**config.mk**
```make
export PLATFORM = sky130hd
export DESIGN_NAME = sitda_queue
export DESIGN_NICKNAME = d
export VERILOG_FILES = /design/src/rtl/sitda_pkg.sv /design/src/rtl/sitda_queue.sv
export SDC_FILE = /design/constraint.sdc
export NUM_CORES = 1
export LEC_CHECK = 0
export BUFFER_PORTS_ARGS = -buffer_cell sky130_fd_sc_hd__buf_2
export CAP_MARGIN = 25
export CELL_PAD_IN_SITES_DETAIL_PLACEMENT = 0
export CELL_PAD_IN_SITES_GLOBAL_PLACEMENT = 1
export CORE_UTILIZATION = 43
export DETAILED_ROUTE_END_ITERATION = 10
export PLACE_DENSITY = 0.85
export REMOVE_ABC_BUFFERS = 1
export SETUP_SLACK_MARGIN = 0.1
export SLEW_MARGIN = 25
export SYNTH_ARGS = -nofsm -noshare
export SYNTH_HDL_FRONTEND = slang
export SYNTH_SLANG_ARGS = --single-unit
export TNS_END_PERCENT = 10
```
**constraint.sdc**
```tcl
create_clock -name clock -period 4.2 [get_ports clock]
set_input_delay 1.26 -clock clock [delete_from_list [all_inputs] [get_ports clock]]
set_output_delay 1.26 -clock clock [all_outputs]
set_load 0.02 [all_outputs]
```
**src/rtl/sitda_pkg.sv**
```systemverilog
// shared types and constants for the signed integer to decimal ascii block
// no dependencies; imported by every module of the block
package sitda_pkg;

   localparam int MaxDigits = 10;
   localparam int DigitWidth = 4;
   localparam int DigitIndexWidth = $clog2(MaxDigits + 1);
   localparam int QueueDepth = 2;
   localparam int QueuePtrWidth = $clog2(QueueDepth);

   localparam logic [7:0] CharZero = 8'h30;
   localparam logic [7:0] CharMinus = 8'h2D;

   // floor(x / 10) == (x * Recip10) >> Recip10Shift for every 32-bit x
   localparam logic [31:0] Recip10 = 32'hCCCC_CCCD;
   localparam int Recip10Shift = 35;

   typedef logic [DigitWidth-1:0] digit_type;

   typedef struct packed {
      logic neg;
      logic [DigitIndexWidth-1:0] ndig;
      logic [MaxDigits-1:0][DigitWidth-1:0] digits;  // least significant at index 0
   } entry_type;

   typedef enum logic [1:0] {
      FRONT_IDLE,
      FRONT_DIVIDE,
      FRONT_HOLD
   } front_state_type;

endpackage

```
**src/rtl/sitda_queue.sv**
```systemverilog
// short queue of converted digit sets between front and back
// depends on sitda_pkg
module sitda_queue (
   input  logic                   clock,
   input  logic                   reset,
   input  logic                   push,
   input  sitda_pkg::entry_type   push_entry,
   output logic                   full,
   input  logic                   pop,
   output logic                   head_valid,
   output sitda_pkg::entry_type   head_entry
);
   import sitda_pkg::*;

   entry_type slot_ff [QueueDepth];
   logic [QueuePtrWidth-1:0] wr_ptr_ff, rd_ptr_ff;
   logic [QueuePtrWidth:0] count_ff;

   assign full = (count_ff == (QueuePtrWidth + 1)'(QueueDepth));
   assign head_valid = (count_ff != '0);
   assign head_entry = slot_ff[rd_ptr_ff];

   always_ff @(posedge clock) begin
      if (reset) begin
         wr_ptr_ff <= '0;
         rd_ptr_ff <= '0;
         count_ff <= '0;
      end else begin
         if (push) wr_ptr_ff <= wr_ptr_ff + 1'b1;
         if (pop) rd_ptr_ff <= rd_ptr_ff + 1'b1;
         if (push && !pop) count_ff <= count_ff + 1'b1;
         else if (pop && !push) count_ff <= count_ff - 1'b1;
      end
   end

   always_ff @(posedge clock) begin
      if (push) slot_ff[wr_ptr_ff] <= push_entry;
   end

endmodule

```
==> out/metrics.yaml, run 1 <==
status: "finished clean"
fin_util_pct: 54.6
die_w_um: 91.8
insertedDiodeCount: 0
synth_compound_area_share_pct: 0.288
regArea_um2: 2800
wl_per_cell_um: 14.7
finalCriticalPeriod_ps: 3320
syn_area_um2: 3470
die_h_um: 91.8
finalSetupViolCount: 0
numClockSinks: 95
grt_overflow: 0
synth_simple_gate_area_share_pct: 1.41
fmax_mhz: 301
final_common_cell: "buf_2"
worstPathRequired_ps: 2940
yosysSeqAreaShare_pct: 80.8
synthesis.instances: 162
fin_skew_ps: 10.4
ys_top_cells_by_area: "edfxtp_1 78%, mux2_2 15%, dfxtp_1 2.9%, buf_6 1.3%, xnor2_1 0.50%"
gp_congestion: 0.646
antenna_found_initial: 0
rsz0062_at_grt: "false"
wl_mm: 5.48
power_w: 0.00195
drtPass1Iterations: 4
crit_fanout: 32
place_inst: 357
synth-seq-cells: 95
dp_hpwl_mm: 3.63
max_slew_margin_pct: 49.5
track_usage_pct: 13.8
root_buffer: "clkbuf_8"
finalHoldViolCount: 0
final_cells: 373
io-pin-count: 96
path_class: "reg -> out"
multi_input_area_um2: 623
cts_resized: 0
grt_pass1_wl_mm: 8.61
syn_avg_cell_area_um2: 21.4
drc: 0
synth_xor_area_share_pct: 1.01
ir_drop_v: 0.000219
cp-end-kind: "output port"
yosys_warnings: 0
post_cts_buffers: 0
maxCapViolCount: 0
std_cell_rows: 32
vias: 1744
layout_common_cells: "95 x buf_2, 90 x edfxtp_1, 45 x mux2_2"
initial_utilization_pct: 44.7
muxShareOfSynthArea_pct: 14.6
yosys.cell_types.count: 17
viasPerCell: 4.68
grt_max_degree: 46
worst_pin_slew_ps: 758
nNetsFinal: 316
synth_top_family_by_area: "multiplexers"
grt_pass1_vias: 1746
cts.path.max_buffers: 2
synth_top_cell_by_area: "edfxtp_1"
path_clk_slew_ps: 90
cts-htree-levels: 3
p_leak_nw: 1.60
core_area_um2: 7770
area_growth_pct: 22.3
cts_tree: "built"
postRouteAntennaNets: 0
clk_latency_ps: 340
die_area_um2: 8430
drive_gt1_share_pct: 59.8
postCtsHoldBufs: 0
min_path_type: "reg -> reg"
drtIter0Drc: 58
maxSlewViolCount: 0
setup_tns_ps: 0
finalCritPeriodShare_pct: 79.0
dp_worst_setup_slack_ps: 1200
start_kind: "flip-flop"
power_density_nw_per_um2: 459
io_buffers: 95
cp.arrival_ps: 2060
n_fill_cell: 638
synth-adder-area-share_pct: 0.361
worst_slack_ps: 880
synth_top_cell_area_share_pct: 77.9
cts_inserted_buffers: 9
==> path summary, 6_finish.rpt <==
path | from | to | slack [ps] | cells after the start
worst max register to register | wr_ptr_ff | slot_ff[0][9] | 2610 | 2
worst max-delay path | flip-flop | head_entry[10] | 880 | 3
worst min-delay path | count_ff[1] | count_ff[1] | 500 | 2
worst min register to register | count_ff[1] | count_ff[1] | 500 | 2
==> synthesized netlist by cell type <==
master / count
edfxtp_1: 90
mux2_2: 45
dfxtp_1: 5
buf_6: 4
nor2_1: 4
xnor2_1: 2
xor2_1: 2
a21oi_1: 1
and2_1: 1
and2b_2: 1
buf_2: 1
ha_1: 1
inv_1: 1
nor2b_1: 1
o21ai_0: 1
or2_2: 1
or3_1: 1
==> sequential cells by signal, indices dropped and copies added (netlist names), named ones only <==
register / count
count_ff: 2
rd_ptr_ff: 1
slot_ff: 90
wr_ptr_ff: 1
==> per-layer routing <==
layer	wire length (µm)	part of all wire (%)	track usage [%]
met1	2300	42	16.9
met2	2690	49	22.0
met3	392	7.2	4.56
met4	97	1.8	7.03
met5	0	0	0
==> critical path, stage by stage (launching register included) <==
cell and delay (ps):
dfxtp_2 830, buf_4 350, mux2_2 360, buf_2 160
==> kinds of logic (layout without fill, tap and decap cells) <==
logic type / count (synthesis) / in the layout
AND/OR/NAND/NOR: 9 / 9
XOR/XNOR: 4 / 4
buffers and inverters: 6 / 115
adder cells (fa/ha/maj): 1 / 1
flip-flops: 95 / 95
AO/OA/AOI/OAI: 2 / 2
multiplexers: 45 / 45
==> power by group <==
part	internal, W	switching [W]	total, W	leakage, nW
combinational	0.000110	0.000145	0.000255	0.621
clock	0.000270	0.000294	0.000564	0.0941
sequential	0.00110	0.0000263	0.00113	0.887
==> per-stage QoR <==
step | area, µm² | hold WS [ps]
after floorplan | 3420 | 456
after global placement | 4060 | 476
after detailed placement | 4060 | 489
after CTS | 4240 | 501
after global routing | 4240 | 540
final | 4240 | 501
==> area by class of cell <==
| type | count | area share, % |
|---|---|---|
| Clock buffer | 9 | 2.92 |
| Clock inverter | 7 | 1.50 |
| Inverter | 1 | 0.0884 |
| Multi-Input combinational cell | 61 | 14.7 |
| Sequential cell | 95 | 66.1 |
| Tap cell | 102 | 3.01 |
| Timing Repair Buffer | 98 | 11.7 |
No activity file was read; power rests on OpenSTA's default activity.
==> run 2: changes to the inputs <==
--- a/config.mk
+++ b/config.mk
@@ -5,13 +5,14 @@
 export SDC_FILE = /design/constraint.sdc
 export NUM_CORES = 1
 export LEC_CHECK = 0
+export ABC_AREA = 1
 export BUFFER_PORTS_ARGS = -buffer_cell sky130_fd_sc_hd__buf_2
 export CAP_MARGIN = 25
 export CELL_PAD_IN_SITES_DETAIL_PLACEMENT = 0
 export CELL_PAD_IN_SITES_GLOBAL_PLACEMENT = 1
-export CORE_UTILIZATION = 43
+export CORE_UTILIZATION = 44
 export DETAILED_ROUTE_END_ITERATION = 10
-export PLACE_DENSITY = 0.85
+export PLACE_DENSITY = 0.86
 export REMOVE_ABC_BUFFERS = 1
 export SETUP_SLACK_MARGIN = 0.1
 export SLEW_MARGIN = 25
==> constraint.sdc (replaced) <==
create_clock -name clock -period 3.2 [get_ports clock]
set_input_delay 0.96 -clock clock [delete_from_list [all_inputs] [get_ports clock]]
set_output_delay 0.96 -clock clock [all_outputs]
set_load 0.02 [all_outputs]
==> run 2 against run 1 <==
Die area grew 3.5%. Synthesized area rose by 6.0%. Synthesized cell count is 6.8% higher. Routed wire length up 1.1%. Via count rose by 3.4%. Combinational power increased by 40%. Sequential power increased by 30%. Clock skew grew 4.0 ps. Register-to-register slack lost 850 ps. Sequential share of layout area is 3.2 points lower.
==> out/metrics.yaml, run 2 <==
min_path_type: "reg -> reg"
top_register: "slot_ff"
yosys_warnings: 0  # unchanged
area_growth_pct: 21.4
power_density_nw_per_um2: 591  # +29%
fin_util_pct: 56.6  # +1.9 points
max_slew_margin_pct: 64.2  # +15 points
yosys.cell_types.count: 16  # -1
synth_top_cell_by_area: "edfxtp_1"
grt_overflow: 0  # unchanged
post_cts_buffers: 0  # unchanged
syn_avg_cell_area_um2: 21.3  # -0.75%
cp.arrival_ps: 1760  # -300 ps
gp_congestion: 0.639  # -0.99%
postRouteAntennaNets: 0  # unchanged
antenna_found_initial: 0  # unchanged
io_buffers: 95  # unchanged
grt_max_degree: 25  # -46%
cts_resized: 0  # unchanged
root_buffer: "clkbuf_8"
track_usage_pct: 13.2  # -0.61 points
synthArstFlopShare_pct: 0  # unchanged
synth_commonest_cells: "90 x edfxtp_1, 40 x mux2_4, 9 x inv_1"
synthesis.instances: 173  # +6.8%
finalSetupViolCount: 0  # unchanged
yosysMostFrequentCell: "edfxtp_1"
status: "finished clean"
synth_edf_count: 90  # unchanged
power_w: 0.00264  # +35%
start_kind: "flip-flop"
fin_skew_ps: 14.4  # +4.04 ps
die_h_um: 93.4  # +1.7%
reg.largest.list: "slot_ff: 90 flops, count_ff: 2 flops"
die_area_um2: 8730  # +3.5%
wl_mm: 5.54  # +1.1%
finalHoldViolCount: 0  # unchanged
initial_utilization_pct: 46.6  # +2.0 points
insertedDiodeCount: 0  # unchanged
fmax_mhz: 368
finalCritPeriodShare_pct: 85.0
largest_reg_flops: 90  # unchanged
maxSlewViolCount: 0  # unchanged
ys_top_cells_by_area: "edfxtp_1 73%, mux2_4 16%, dfxtp_1 2.7%, buf_12 2.2%, mux2_2 1.5%"
path_clk_slew_ps: 70  # -20 ps
die_w_um: 93.4  # +1.7%
final_common_cell: "buf_2"
finalCriticalPeriod_ps: 2720
cp-end-kind: "output port"
drtPass1Iterations: 3  # -1
wl_per_cell_um: 14.4  # -2.1%
cts.path.max_buffers: 2  # unchanged
rsz0062_at_grt: "false"
numClockSinks: 95  # unchanged
nNetsFinal: 328  # +3.8%
core_area_um2: 7890  # +1.5%
syn_area_um2: 3680  # +6.0%
synth-seq-cells: 95  # unchanged
drc: 0  # unchanged
ir_drop_v: 0.000292  # +33%
grt_pass1_wl_mm: 8.34  # -3.2%
clk_latency_ps: 340  # about the same
viasPerCell: 4.69  # +0.22%
cts-htree-levels: 3  # unchanged
maxCapViolCount: 0  # unchanged
dp_hpwl_mm: 3.73  # +2.6%
whs_ps: 525  # +23.2 ps
drive_gt1_share_pct: 56.5  # -3.2 points
cts_inserted_buffers: 9  # unchanged
finalInstanceArea_um2: 4460  # +5.2%
io-pin-count: 96  # unchanged
drtIter0Drc: 53  # -8.6%
setup_tns_ps: 0  # unchanged
cts_tree: "built"
place_area_um2: 4260  # +4.9%
vias: 1804  # +3.4%
worst_pin_slew_ps: 536  # -222 ps
layout_common_cells: "95 x buf_2, 90 x edfxtp_1, 40 x mux2_4"
yosysSeqAreaShare_pct: 76.2  # -4.6 points
crit_fanout: 23  # -28%
std_cell_rows: 32  # unchanged
synth_flop_cell: "edfxtp_1"
path_class: "reg -> out"
n_fill_cell: 631  # -1.1%
p_leak_nw: 1.80  # +12%
synth_top_cell_area_share_pct: 73.5  # -4.4 points
postCtsHoldBufs: 0  # unchanged
grt_pass1_vias: 1881  # +7.7%
worstPathRequired_ps: 2240  # -700 ps
==> run 2: stage by stage <==
| stage | worst slack, ps | std cells |
|---|---|---|
| 2_1_floorplan | -140 | 168 |
| 3_3_place_gp | 807 | 369 |
| 3_5_place_dp | 797 | 369 |
| 4_1_cts | 417 | 385 |
| 5_1_grt | 376 | 385 |
| 6_report | 480 | 385 |
==> run 2: per-layer routing <==
layer / share of wire, % / vias to the layer above / track usage, % / routed length, µm
li1: - / 866 / - / -
met1: 41 / 869 / 14.5 / 2250
met2: 51 / 58 / 22.7 / 2850
met3: 6.5 / 11 / 4.55 / 361
met4: 1.4 / 0 / 6.54 / 79
met5: 0 / - / 0 / 0
==> run 2: cells by family (layout without fill, tap and decap cells) <==
group	Yosys count	in the layout	share of synthesized area [%]
DFF	95	95	76.2
xor gates and xnor gates	1	1	0.238
adders and majority gates	1	1	0.340
muxes	45	45	17.9
buffers and inverters	14	124	3.40
and+or+nand+nor	15	15	1.67
AOI/OAI and AO/OA	2	2	0.272
==> run 2: final cells by class <==
class / instances / area [µm²] / area share [%]
inverters: 9 / 33.8 / 0.757
flip-flops and latches: 95 / 2810 / 62.9
repair buffers: 99 / 531 / 11.9
clock inverters: 4 / 72.6 / 1.63
clock buffers: 12 / 135 / 3.03
multi-input cells: 64 / 757 / 17.0
well taps: 102 / 128 / 2.86
==> run 2: path summary, 6_finish.rpt <==
check / from / to / slack [ps] / cells after the start
setup / recovery: flip-flop / head_entry[25] / 480 / 3
hold / removal: rd_ptr_ff / flip-flop / 520 / 2
setup reg to reg: wr_ptr_ff / slot_ff[1][31] / 1760 / 3
hold reg to reg: rd_ptr_ff / flip-flop / 520 / 2
==> run 2: power breakdown <==
part,switching [W],internal [W]
logic,0.000188,0.000170
clock network,0.000370,0.000440
registers,0.0000333,0.00143
total,0.000591,0.00204
==> run 2: worst max-delay path: stages, from the launching register on <==
cell and delay, ps:
dfxtp_4 640, buf_12 260, mux2_2 360, buf_2 160
